## config.mk

```make
export PLATFORM = sky130hd
export DESIGN_NAME = sparse_polynomial_add_core_flat
export DESIGN_NICKNAME = d
export VERILOG_FILES = /design/src/rtl/spa_pkg.sv /design/src/rtl/spa_if.sv /design/src/rtl/spa_ram.sv /design/src/rtl/spa_merge_unit.sv /design/src/rtl/sparse_polynomial_add_core.sv /design/src/flat_wrapper.sv
export SDC_FILE = /design/constraint.sdc
export NUM_CORES = 1
export LEC_CHECK = 0
export BUFFER_PORTS_ARGS = -buffer_cell sky130_fd_sc_hd__buf_2
export CAP_MARGIN = 30
export CORE_AREA = 2 2 327 329
export DETAILED_ROUTE_END_ITERATION = 8
export DIE_AREA = 0 0 329 331
export GPL_TIMING_DRIVEN = 1
export PLACE_DENSITY_LB_ADDON = 0.3
export SYNTH_ARGS = -nofsm -noshare
export SYNTH_HDL_FRONTEND = slang
export SYNTH_SLANG_ARGS = --single-unit
```

## constraint.sdc

```tcl
create_clock -name clk -period 7.5 [get_ports clk]
set_input_delay 0.75 -clock clk [delete_from_list [all_inputs] [get_ports clk]]
set_output_delay 0.75 -clock clk [all_outputs]
set_load 0.05 [all_outputs]
```

## src/rtl/spa_pkg.sv

```systemverilog
// Types and constants shared by the sparse polynomial adder.
`timescale 1ns / 1ps
package spa_pkg;

  localparam int COEF_W      = 16;
  localparam int EXPON_W     = 8;
  localparam int ACTION_W    = 2;
  localparam int MAX_RESULTS = 32;
  localparam int RES_W       = 6;

  typedef enum logic [ACTION_W-1:0] {
    ACT_LOAD_A = 2'd0,
    ACT_LOAD_B = 2'd1,
    ACT_START  = 2'd2,
    ACT_IGNORE = 2'd3
  } action_t;

  typedef enum logic {
    ST_IDLE,
    ST_MERGE
  } state_t;

  typedef struct packed {
    logic signed [COEF_W-1:0] coef;
    logic [EXPON_W-1:0]       expon;
  } term_t;

  localparam int TERM_W = $bits(term_t);

  typedef struct packed {
    logic  take_a;
    logic  take_b;
    logic  emit;
    logic  done;
    term_t term;
  } step_t;

endpackage

```

## src/rtl/spa_if.sv

```systemverilog
// Valid/ready channel interfaces for input words and result words.
`timescale 1ns / 1ps
interface spa_in_if;
  import spa_pkg::*;
  logic                     valid;
  logic                     ready;
  logic [ACTION_W-1:0]      action;
  logic signed [COEF_W-1:0] coef_in;
  logic [EXPON_W-1:0]       expon_in;

  modport source (output valid, action, coef_in, expon_in, input ready);
  modport sink (input valid, action, coef_in, expon_in, output ready);
endinterface

interface spa_out_if;
  import spa_pkg::*;
  logic                     valid;
  logic                     ready;
  logic signed [COEF_W-1:0] coef_out;
  logic [EXPON_W-1:0]       expon_out;
  logic                     last_term;
  logic                     empty_sum;
  logic                     overflowed;

  modport source (output valid, coef_out, expon_out, last_term, empty_sum, overflowed,
                  input ready);
  modport sink (input valid, coef_out, expon_out, last_term, empty_sum, overflowed,
                output ready);
endinterface

```

## src/rtl/spa_ram.sv

```systemverilog
// Generic single-write, single-read RAM with registered read data.
`timescale 1ns / 1ps
module spa_ram #(
  parameter int WIDTH  = 24,
  parameter int DEPTH  = 16,
  parameter int ADDR_W = (DEPTH > 1) ? $clog2(DEPTH) : 1
) (
  input  logic              clk,
  input  logic              we,
  input  logic [ADDR_W-1:0] waddr,
  input  logic [WIDTH-1:0]  wdata,
  input  logic [ADDR_W-1:0] raddr,
  output logic [WIDTH-1:0]  rdata
);

  logic [WIDTH-1:0] mem_r [DEPTH];
  logic [WIDTH-1:0] rdata_r;

  always_ff @(posedge clk) begin
    if (we) begin
      mem_r[waddr] <= wdata;
    end
    rdata_r <= mem_r[raddr];
  end

  assign rdata = rdata_r;

endmodule

```

## src/rtl/spa_merge_unit.sv

```systemverilog
// Compare and saturating-add unit that decides one merge step.
`timescale 1ns / 1ps
module spa_merge_unit (
  input  spa_pkg::term_t a_term,
  input  spa_pkg::term_t b_term,
  input  logic           a_avail,
  input  logic           b_avail,
  output spa_pkg::step_t step
);
  import spa_pkg::*;

  logic signed [COEF_W:0]   sum;
  logic signed [COEF_W-1:0] sat;

  always_comb begin
    sum = {a_term.coef[COEF_W-1], a_term.coef} + {b_term.coef[COEF_W-1], b_term.coef};
    if (sum[COEF_W] != sum[COEF_W-1]) begin
      sat = sum[COEF_W] ? {1'b1, {(COEF_W-1){1'b0}}} : {1'b0, {(COEF_W-1){1'b1}}};
    end else begin
      sat = sum[COEF_W-1:0];
    end
  end

  always_comb begin
    step = '0;
    priority if (a_avail && b_avail) begin
      if (a_term.expon > b_term.expon) begin
        step.take_a = 1'b1;
        step.emit   = 1'b1;
        step.term   = a_term;
      end else if (a_term.expon < b_term.expon) begin
        step.take_b = 1'b1;
        step.emit   = 1'b1;
        step.term   = b_term;
      end else begin
        step.take_a     = 1'b1;
        step.take_b     = 1'b1;
        step.emit       = (sat != '0);
        step.term.coef  = sat;
        step.term.expon = a_term.expon;
      end
    end else if (a_avail) begin
      step.take_a = 1'b1;
      step.emit   = 1'b1;
      step.term   = a_term;
    end else if (b_avail) begin
      step.take_b = 1'b1;
      step.emit   = 1'b1;
      step.term   = b_term;
    end else begin
      step.done = 1'b1;
    end
  end

endmodule

```

## src/rtl/sparse_polynomial_add_core.sv

```systemverilog
// Sparse polynomial adder: term stores, merge sequencer and result register.
//
// Input words arrive on in_word: action 0 appends a term to store A, action 1
// appends one to store B, action 2 starts the merge and action 3 is ignored.
// Loads give no result; a load into a full store is dropped and remembered for
// the overflowed flag. While a merge runs, in_word.ready is low. The merge
// walks both stores with one compare and add unit, one step per cycle unless
// the output stalls; a step takes the term with the larger exponent or a pair
// of terms with equal exponents. Each result word passes through a holding
// register and then the output register before it reaches out_word; it waits
// in the holding register until the next term or the end of the merge shows
// whether it is the final one. The final word carries last_term, and an empty
// sum gives a single word with empty_sum set. Both stores are emptied when the
// merge finishes.
// When the receiver holds out_word.ready low, the merge pauses only when a word
// has to move into a full output register, and resumes without loss.
// Reset is synchronous and active low; it empties both stores, clears the
// overflow flag and drops any result word in flight.
`timescale 1ns / 1ps
module sparse_polynomial_add_core #(
  parameter int TERMS = 16
) (
  input logic      clk,
  input logic      rst_n,
  spa_in_if.sink   in_word,
  spa_out_if.source out_word
);
  import spa_pkg::*;

  localparam int AW = (TERMS > 1) ? $clog2(TERMS) : 1;
  localparam int CW = $clog2(TERMS + 1);

  state_t         state_r, state_nxt;
  logic [CW-1:0]  a_cnt_r, a_cnt_nxt, b_cnt_r, b_cnt_nxt;
  logic [CW-1:0]  ia_r, ia_nxt, ib_r, ib_nxt;
  logic [RES_W-1:0] n_r, n_nxt;
  logic           ovf_r, ovf_nxt;
  logic           hold_valid_r, hold_valid_nxt;
  term_t          hold_r, hold_nxt;
  logic           out_valid_r, out_valid_nxt;
  term_t          out_term_r, out_term_nxt;
  logic           out_last_r, out_last_nxt;
  logic           out_empty_r, out_empty_nxt;
  logic           out_ovf_r, out_ovf_nxt;

  logic           accept, can_push, push, need_push;
  logic           a_we, b_we;
  term_t          load_term, a_rd, b_rd;
  step_t          step;
  logic           a_avail, b_avail;

  assign accept    = in_word.valid && in_word.ready;
  assign load_term = '{coef: in_word.coef_in, expon: in_word.expon_in};
  assign can_push  = !out_valid_r || out_word.ready;
  assign a_avail   = (ia_r < a_cnt_r) && (n_r < RES_W'(MAX_RESULTS));
  assign b_avail   = (ib_r < b_cnt_r) && (n_r < RES_W'(MAX_RESULTS));
  assign need_push = (step.emit && hold_valid_r) || step.done;

  spa_ram #(.WIDTH(TERM_W), .DEPTH(TERMS), .ADDR_W(AW)) u_store_a (
    .clk  (clk),
    .we   (a_we),
    .waddr(a_cnt_r[AW-1:0]),
    .wdata(load_term),
    .raddr(ia_nxt[AW-1:0]),
    .rdata(a_rd)
  );

  spa_ram #(.WIDTH(TERM_W), .DEPTH(TERMS), .ADDR_W(AW)) u_store_b (
    .clk  (clk),
    .we   (b_we),
    .waddr(b_cnt_r[AW-1:0]),
    .wdata(load_term),
    .raddr(ib_nxt[AW-1:0]),
    .rdata(b_rd)
  );

  spa_merge_unit u_merge (
    .a_term (a_rd),
    .b_term (b_rd),
    .a_avail(a_avail),
    .b_avail(b_avail),
    .step   (step)
  );

  always_comb begin
    state_nxt      = state_r;
    a_cnt_nxt      = a_cnt_r;
    b_cnt_nxt      = b_cnt_r;
    ia_nxt         = ia_r;
    ib_nxt         = ib_r;
    n_nxt          = n_r;
    ovf_nxt        = ovf_r;
    hold_valid_nxt = hold_valid_r;
    hold_nxt       = hold_r;
    a_we           = 1'b0;
    b_we           = 1'b0;
    push           = 1'b0;
    out_term_nxt   = hold_r;
    out_last_nxt   = 1'b0;
    out_empty_nxt  = 1'b0;
    out_ovf_nxt    = 1'b0;
    in_word.ready  = (state_r == ST_IDLE);

    unique case (state_r)
      ST_IDLE: begin
        if (accept) begin
          unique case (action_t'(in_word.action))
            ACT_LOAD_A: begin
              if (a_cnt_r < CW'(TERMS)) begin
                a_we      = 1'b1;
                a_cnt_nxt = a_cnt_r + CW'(1);
              end else begin
                ovf_nxt = 1'b1;
              end
            end
            ACT_LOAD_B: begin
              if (b_cnt_r < CW'(TERMS)) begin
                b_we      = 1'b1;
                b_cnt_nxt = b_cnt_r + CW'(1);
              end else begin
                ovf_nxt = 1'b1;
              end
            end
            ACT_START: begin
              ia_nxt         = '0;
              ib_nxt         = '0;
              n_nxt          = '0;
              hold_valid_nxt = 1'b0;
              state_nxt      = ST_MERGE;
            end
            default: begin
            end
          endcase
        end
      end
      ST_MERGE: begin
        if (!need_push || can_push) begin
          ia_nxt = ia_r + CW'(step.take_a);
          ib_nxt = ib_r + CW'(step.take_b);
          push   = need_push;
          if (step.emit) begin
            hold_nxt       = step.term;
            hold_valid_nxt = 1'b1;
            n_nxt          = n_r + RES_W'(1);
          end
          if (step.done) begin
            out_last_nxt   = 1'b1;
            out_empty_nxt  = !hold_valid_r;
            out_ovf_nxt    = ovf_r;
            if (!hold_valid_r) begin
              out_term_nxt = '0;
            end
            hold_valid_nxt = 1'b0;
            a_cnt_nxt      = '0;
            b_cnt_nxt      = '0;
            ovf_nxt        = 1'b0;
            state_nxt      = ST_IDLE;
          end
        end
      end
      default: begin
        state_nxt = ST_IDLE;
      end
    endcase

    if (push) begin
      out_valid_nxt = 1'b1;
    end else if (out_word.ready) begin
      out_valid_nxt = 1'b0;
    end else begin
      out_valid_nxt = out_valid_r;
    end
  end

  always_ff @(posedge clk) begin
    if (!rst_n) begin
      state_r      <= ST_IDLE;
      a_cnt_r      <= '0;
      b_cnt_r      <= '0;
      ia_r         <= '0;
      ib_r         <= '0;
      n_r          <= '0;
      ovf_r        <= 1'b0;
      hold_valid_r <= 1'b0;
      out_valid_r  <= 1'b0;
    end else begin
      state_r      <= state_nxt;
      a_cnt_r      <= a_cnt_nxt;
      b_cnt_r      <= b_cnt_nxt;
      ia_r         <= ia_nxt;
      ib_r         <= ib_nxt;
      n_r          <= n_nxt;
      ovf_r        <= ovf_nxt;
      hold_valid_r <= hold_valid_nxt;
      out_valid_r  <= out_valid_nxt;
    end
  end

  always_ff @(posedge clk) begin
    hold_r <= hold_nxt;
    if (push) begin
      out_term_r  <= out_term_nxt;
      out_last_r  <= out_last_nxt;
      out_empty_r <= out_empty_nxt;
      out_ovf_r   <= out_ovf_nxt;
    end
  end

  assign out_word.valid      = out_valid_r;
  assign out_word.coef_out   = out_term_r.coef;
  assign out_word.expon_out  = out_term_r.expon;
  assign out_word.last_term  = out_last_r;
  assign out_word.empty_sum  = out_empty_r;
  assign out_word.overflowed = out_ovf_r;

endmodule

```

## src/flat_wrapper.sv

```systemverilog
// flat-port wrapper written by rule: the top's interface ports become plain ports
module sparse_polynomial_add_core_flat import spa_pkg::*;
#(
  parameter int TERMS = 16
)
  (clk, rst_n, in_word_valid, in_word_action, in_word_coef_in, in_word_expon_in, in_word_ready, out_word_valid, out_word_coef_out, out_word_expon_out, out_word_last_term, out_word_empty_sum, out_word_overflowed, out_word_ready);
  spa_in_if in_word_i ();
  spa_out_if out_word_i ();
  input logic clk;
  input logic rst_n;
  input wire logic [$bits(in_word_i.valid)-1:0] in_word_valid;
  input wire logic [$bits(in_word_i.action)-1:0] in_word_action;
  input wire logic [$bits(in_word_i.coef_in)-1:0] in_word_coef_in;
  input wire logic [$bits(in_word_i.expon_in)-1:0] in_word_expon_in;
  output wire logic [$bits(in_word_i.ready)-1:0] in_word_ready;
  output wire logic [$bits(out_word_i.valid)-1:0] out_word_valid;
  output wire logic [$bits(out_word_i.coef_out)-1:0] out_word_coef_out;
  output wire logic [$bits(out_word_i.expon_out)-1:0] out_word_expon_out;
  output wire logic [$bits(out_word_i.last_term)-1:0] out_word_last_term;
  output wire logic [$bits(out_word_i.empty_sum)-1:0] out_word_empty_sum;
  output wire logic [$bits(out_word_i.overflowed)-1:0] out_word_overflowed;
  input wire logic [$bits(out_word_i.ready)-1:0] out_word_ready;
  assign in_word_i.valid = in_word_valid;
  assign in_word_i.action = in_word_action;
  assign in_word_i.coef_in = in_word_coef_in;
  assign in_word_i.expon_in = in_word_expon_in;
  assign in_word_ready = in_word_i.ready;
  assign out_word_valid = out_word_i.valid;
  assign out_word_coef_out = out_word_i.coef_out;
  assign out_word_expon_out = out_word_i.expon_out;
  assign out_word_last_term = out_word_i.last_term;
  assign out_word_empty_sum = out_word_i.empty_sum;
  assign out_word_overflowed = out_word_i.overflowed;
  assign out_word_i.ready = out_word_ready;
  sparse_polynomial_add_core #(.TERMS(TERMS)) u_core (.clk(clk), .rst_n(rst_n), .in_word(in_word_i), .out_word(out_word_i));
endmodule
```

==> metrics, run 1 <==
status=completed; Crit. End Element=flop; drt drc=0; most common cell in the netlist=edfxtp_1; power per cell area=246.6 nW/µm²; Starting Density=0.3486; Leakage=14.57 nW; Post-synth top cells=819 x edfxtp_1, 792 x nand2_1, 329 x nand3_1, 218 x a21oi_1, 108 x clkbuf_1; Clock H-tree levels=3; cell taking the most area after synthesis=edfxtp_1; Crit path max-delay family=simple AND/OR/NAND/NOR gates; hpwl dp=59740 µm; nets=3115; Die ar.=108900 µm²; CTS tree=done; Hold WS=501.2 ps; Post-Syn Nets=3046; crit path launch type=flop; Period minus WS final=6283 ps; Synth cell types=66; Sink Count=897; synthesized flop and latch total=897; MaxCap Viol Count=0; required time worst endpoint=7970 ps; Post-DRT Antenna Nets=0; synthesized cell area=36590 µm²; final hold violation count=0; Cell Count, Final, Fillers Out=4508; sum of buffers and inverters on the critical path=2; largest net degree at the start of global routing=124; placer congestion estimate=0.8915; critical path peak fanout=60; Final Power=10.43 mW; RSZ-0062 raised after global routing=no; placed cells=4335; Async SR Flop Fraction=0; Clock Skews=31.51 ps; met2 WL post-DR=46980 µm; critical path type=flop to flop; Slew headroom=0.3203; M1 wire length=45450 µm; Total GRT Usage=0.1832; Post-Syn Instances=2970; Die W=329 µm; worst-margin pin slew=1017 ps; Std-Cell Rows=119; Pre-antenna DRT Iters=5; top-level port count=59; layout cell share with drive strength beyond 1=0.1149; Yosys top cell area share=0.6721; Die H=331 µm; Reg clk slew, reported paths=60 ps; CTS Buf Count=93; WL final=100700 µm; Root Buffer=clkbuf_16; routed vias/inst=5.231; initial antenna violation count=4; Worst VDD drop=161.0 µV; HP Class=input pin to flop; post-synthesis sequential area ratio=0.7148; fmax=159.2 MHz; Fillers=9824; Avg WL per Cell=22.34 µm; Synth area leaders=edfxtp_1 67%, nand2_1 8.1%, nand3_1 4.5%; DR iter-0 viols=2254; PortBufs=58; first-pass GRT wire length=148900 µm; number of gates resized after CTS=0; CTS max path bufs=3; grt total ovfl=0; postcts setup bufs=0; Top Metal Used=met5; P&R area growth vs syn=15.64%; # hold bufs at CTS=0; DR vias=23.58k; crit-path cells=inv_1 -> ha_1 -> nand4_1 -> or2_1 -> or4_1 -> nor4_1 -> or4b_1 -> nor3_2 -> a31o_1 -> mux2i_1 -> or2_4 -> buf_4 -> mux2i_1 -> o221a_2 -> nor4_1; Setup Viol. Count Final=0; synthesized area per cell=12.32 µm²; met3 wire len=6275 µm; Synth Warn #=0; Worst-Skew Late Latency=660 ps; max-slew violation count=0; slowest CP cell=or2_4; vias in the first global route=22.33k; fin crit share=0.8377; EDFF count, synth=819; Core Box Area=105000 µm²; Final Util=0.4031; critical path arrival=6750 ps; Setup TNS Final=0 ps; number of antenna diodes=0; Max stage delay on crit path=750 ps; top_reg_cell synth=edfxtp_1
[cells in the final DEF (no fill, tap or decap), drive strengths merged, types with 8 or more instances in the layout]
| master | n |
|---|---|
| dfxtp | 78 |
| a31oi | 12 |
| buf | 146 |
| clkinv | 24 |
| xnor2 | 12 |
| mux2i | 30 |
| nand4 | 10 |
| clkbuf | 136 |
| nor3 | 32 |
| nor2 | 80 |
| and2 | 10 |
| nand2 | 792 |
| o21ai | 55 |
| ha | 45 |
| o21a | 8 |
| nor4 | 52 |
| a21boi | 12 |
| nor2b | 36 |
| edfxtp | 819 |
| o221a | 19 |
| a211oi | 14 |
| nand3 | 329 |
| o31ai | 10 |
| xor2 | 8 |
| inv | 35 |
| a21o | 9 |
| a21oi | 218 |
[final timing paths]
kind	startpoint	end	slack (ps)	depth (start not counted)
setup / recovery	u_core.u_store_b.rdata[7]$_DFF_P_	u_core.u_store_b.rdata[3]$_DFF_P_	1220	15
hold / removal	rst_n	u_core.ia_r[3]$_SDFF_PN0_	500	2
setup reg to reg	u_core.u_store_b.rdata[7]$_DFF_P_	u_core.u_store_b.rdata[3]$_DFF_P_	1220	15
hold reg to reg	u_core.ovf_r$_SDFFE_PN0P_	u_core.ovf_r$_SDFFE_PN0P_	520	2
[final cells by class]
class	instances	area [µm²]	share of cell area
Tap cell	1391	1740	0.04113
Inverter	31	116.4	0.002750
Clock inverter	37	374.1	0.008841
Multi-Input combinational cell	1870	9938	0.2349
Clock buffer	136	2663	0.06292
Timing Repair Buffer	146	1326	0.03134
Sequential cell	897	26160	0.6181
[kinds of logic (layout without fill, tap and decap cells)]
kind of cell / after synthesis / in the layout / synth area share
simple gates: 1366 / 1366 / 0.1631
compound gates: 402 / 402 / 0.06695
mux: 36 / 36 / 0.01040
buf+inv: 203 / 350 / 0.02404
xor+xnor: 20 / 20 / 0.004787
fa+ha+maj: 46 / 46 / 0.01593
flops: 897 / 897 / 0.7148
[layer usage]
layer	vias to the layer above	GRT usage
met1	11722	0.2630
li1	10942	-
met4	4	0.05241
met3	118	0.02437
met2	796	0.2911
met5	-	0
[flip-flops by register name, indices dropped and copies added (netlist names), 6 cells and up]
register,flops
u_core.hold_r,24
u_core.u_store_a.mem_r,384
u_core.u_store_b.mem_r,384
u_core.out_word.expon_out,8
u_core.out_word.coef_out,16
u_core.n_r,6
u_core.u_store_a.rdata,24
u_core.u_store_b.rdata,24
[report_power, final]
part	internal, mW	leakage [nW]	switching (mW)
Clock	2.70	1.48	1.90
Combinational	0.0863	5.07	0.248
Sequential	5.48	8.02	0.0176
Total	8.26	14.6	2.17
[worst reg2reg max path, cell delays in order, from the launching register on]
cell and delay (ps):
dfxtp_1 310, inv_1 70, ha_1 300, nand4_1 160, or2_1 400, or4_1 530
nor4_1 380, or4b_1 490, nor3_2 210, a31o_1 470, mux2i_1 490, or2_4 750
buf_4 460, mux2i_1 150, o221a_2 260, nor4_1 670
[through the flow]
stage	worst slack, ps	cell area [µm²]
2_1_floorplan	3212	36590
3_5_place_dp	1189	39280
3_3_place_gp	447.1	38750
6_report	1217	42310
4_1_cts	1172	42310
5_1_grt	824.3	42310
No activity file was read; power rests on OpenSTA's default activity.
==> run 2: changes to the inputs <==
==> constraint.sdc (replaced) <==
create_clock -name clk -period 6.37 [get_ports clk]
set_input_delay 0.637 -clock clk [delete_from_list [all_inputs] [get_ports clk]]
set_output_delay 0.637 -clock clk [all_outputs]
set_load 0.05 [all_outputs]
==> metrics, run 2 (synthesis results as in run 1) <==
status=completed; RSZ-0062 raised after global routing=no; crit path launch type=flop; critical path type=flop to flop; final hold violation count=0 (unchanged); nets=3131 (+0.51%); CTS Buf Count=91 (-2.2%); Leakage=14.62 nW (+0.34%); Std-Cell Rows=119 (unchanged); Worst VDD drop=177.8 µV (+10%); Clock Skews=31.12 ps (-0.3871 ps); CTS tree=done; vias in the first global route=22.55k (+1.0%); DR vias=23.84k (+1.1%); routed vias/inst=5.274 (+0.82%); top-level port count=59 (unchanged); max-slew violation count=0 (unchanged); Core Box Area=105000 µm² (unchanged); layout cell share with drive strength beyond 1=0.1185 (+0.003676); # hold bufs at CTS=0 (unchanged); most common cell after layout, fill and taps aside=edfxtp_1; Pre-antenna DRT Iters=6 (+1); Hold WS=375.4 ps (-125.8 ps); HP Class=input pin to flop; WL final=99210 µm (-1.5%); Starting Density=0.3486 (unchanged); placer congestion estimate=0.9090 (+2.0%); CTS max path bufs=3 (unchanged); Register Area=26160 µm² (unchanged); drt drc=0 (unchanged); Die H=331 µm (unchanged); commonest non-fill, non-tap cells in the layout=819 x edfxtp_1, 791 x nand2_1, 329 x nand3_1; fmax=165.1 MHz (+3.7%); number of gates resized after CTS=0 (unchanged); MaxCap Viol Count=0 (unchanged); Setup Viol. Count Final=0 (unchanged); Root Buffer=clkbuf_16; Reg clk slew, reported paths=70 ps (about the same); largest registers=u_core.u_store_a.mem_r: 384 flops, u_core.u_store_b.mem_r: 384 flops; Fillers=9676 (-1.5%); hpwl dp=58420 µm (-2.2%); postcts setup bufs=0 (unchanged); fin crit share=0.9511 (+0.1134); Die ar.=108900 µm² (unchanged); Worst-Skew Late Latency=660 ps (about the same); required time worst endpoint=6820 ps (-1150 ps); P&R area growth vs syn=15.87%; Setup TNS Final=0 ps (unchanged); Post-DRT Antenna Nets=0 (unchanged); Die W=329 µm (unchanged); critical path peak fanout=24 (-60%); Total GRT Usage=0.1809 (-0.002266); area occupied by multi-input gates=9932 µm² (about the same); largest net degree at the start of global routing=97 (-22%); number of antenna diodes=0 (unchanged); Avg WL per Cell=21.94 µm (-1.8%); PortBufs=58 (unchanged); power per cell area=287.2 nW/µm² (+16%); Crit. End Element=flop; Sink Count=897 (unchanged); first-pass GRT wire length=147000 µm (-1.3%); DR iter-0 viols=2377 (+5.5%); worst-margin pin slew=1064 ps (+46.54 ps); critical path arrival=6500 ps (-250 ps); grt total ovfl=0 (unchanged); Period minus WS final=6059 ps (-224.5 ps); Slew headroom=0.2883 (-0.03204); initial antenna violation count=7 (+3); Clock H-tree levels=3 (unchanged)
-- run 2: cell type report --
class,count,share of cell area
Sequential cell,897,0.6169
Tap cell,1391,0.04105
Inverter,31,0.002745
Clock buffer,141,0.06301
Timing Repair Buffer,164,0.03500
Multi-Input combinational cell,1870,0.2343
Clock inverter,27,0.007024
-- run 2: final timing paths --
path                            slack [ps]                                 to  depth (start not counted)                           start
worst max-delay path                   310  u_core.u_store_a.rdata[6]$_DFF_P_                         15  u_core.b_cnt_r[2]$_SDFFE_PN0P_
worst min register to register         500         u_core.n_r[1]$_SDFFE_PN0P_                          2      u_core.n_r[1]$_SDFFE_PN0P_
worst min-delay path                   380          u_core.ia_r[3]$_SDFF_PN0_                          2                           rst_n
worst max register to register         310  u_core.u_store_a.rdata[6]$_DFF_P_                         15  u_core.b_cnt_r[2]$_SDFFE_PN0P_
-- run 2: routing by layer --
metal,vias up,global-route usage,part of all wire
li1,10964,-,-
met1,11902,0.2577,0.45
met2,817,0.2834,0.46
met3,155,0.02473,0.064
met4,6,0.06482,0.029
met5,-,0,0.00034
-- run 2: power breakdown --
group | switching, mW | leakage (nW) | internal (mW)
Clock | 2.19 | 1.43 | 3.13
Combinational | 0.283 | 5.17 | 0.104
Sequential | 0.0246 | 8.02 | 6.45
-- run 2: stage by stage --
step                power (mW)  cell area [µm²]    util  setup WS (ps)  std cells
floorplan                6.790            36590       -           2082       2970
global placement         6.982            39020  0.3717          425.9       4333
detailed placement       6.983            39410  0.3754          465.4       4352
CTS                      12.27            42380  0.4037          475.1       4520
global route             12.54            42400  0.4039          167.7       4521
finish                   12.18            42400  0.4039          311.4       4521
-- run 2: worst max-delay path, stage by stage (launching register included) --
cell and delay, ps:
dfxtp_1 510, inv_1 150, ha_1 330, a21o_1 110, a31oi_1 50, o21a_1 270, nor2_1 840, a2111oi_0 340
a31oi_2 810, buf_4 340, mux2_2 380, and2_2 230, nand2_1 60, buf_4 380, o21ai_0 190, nor4_1 850
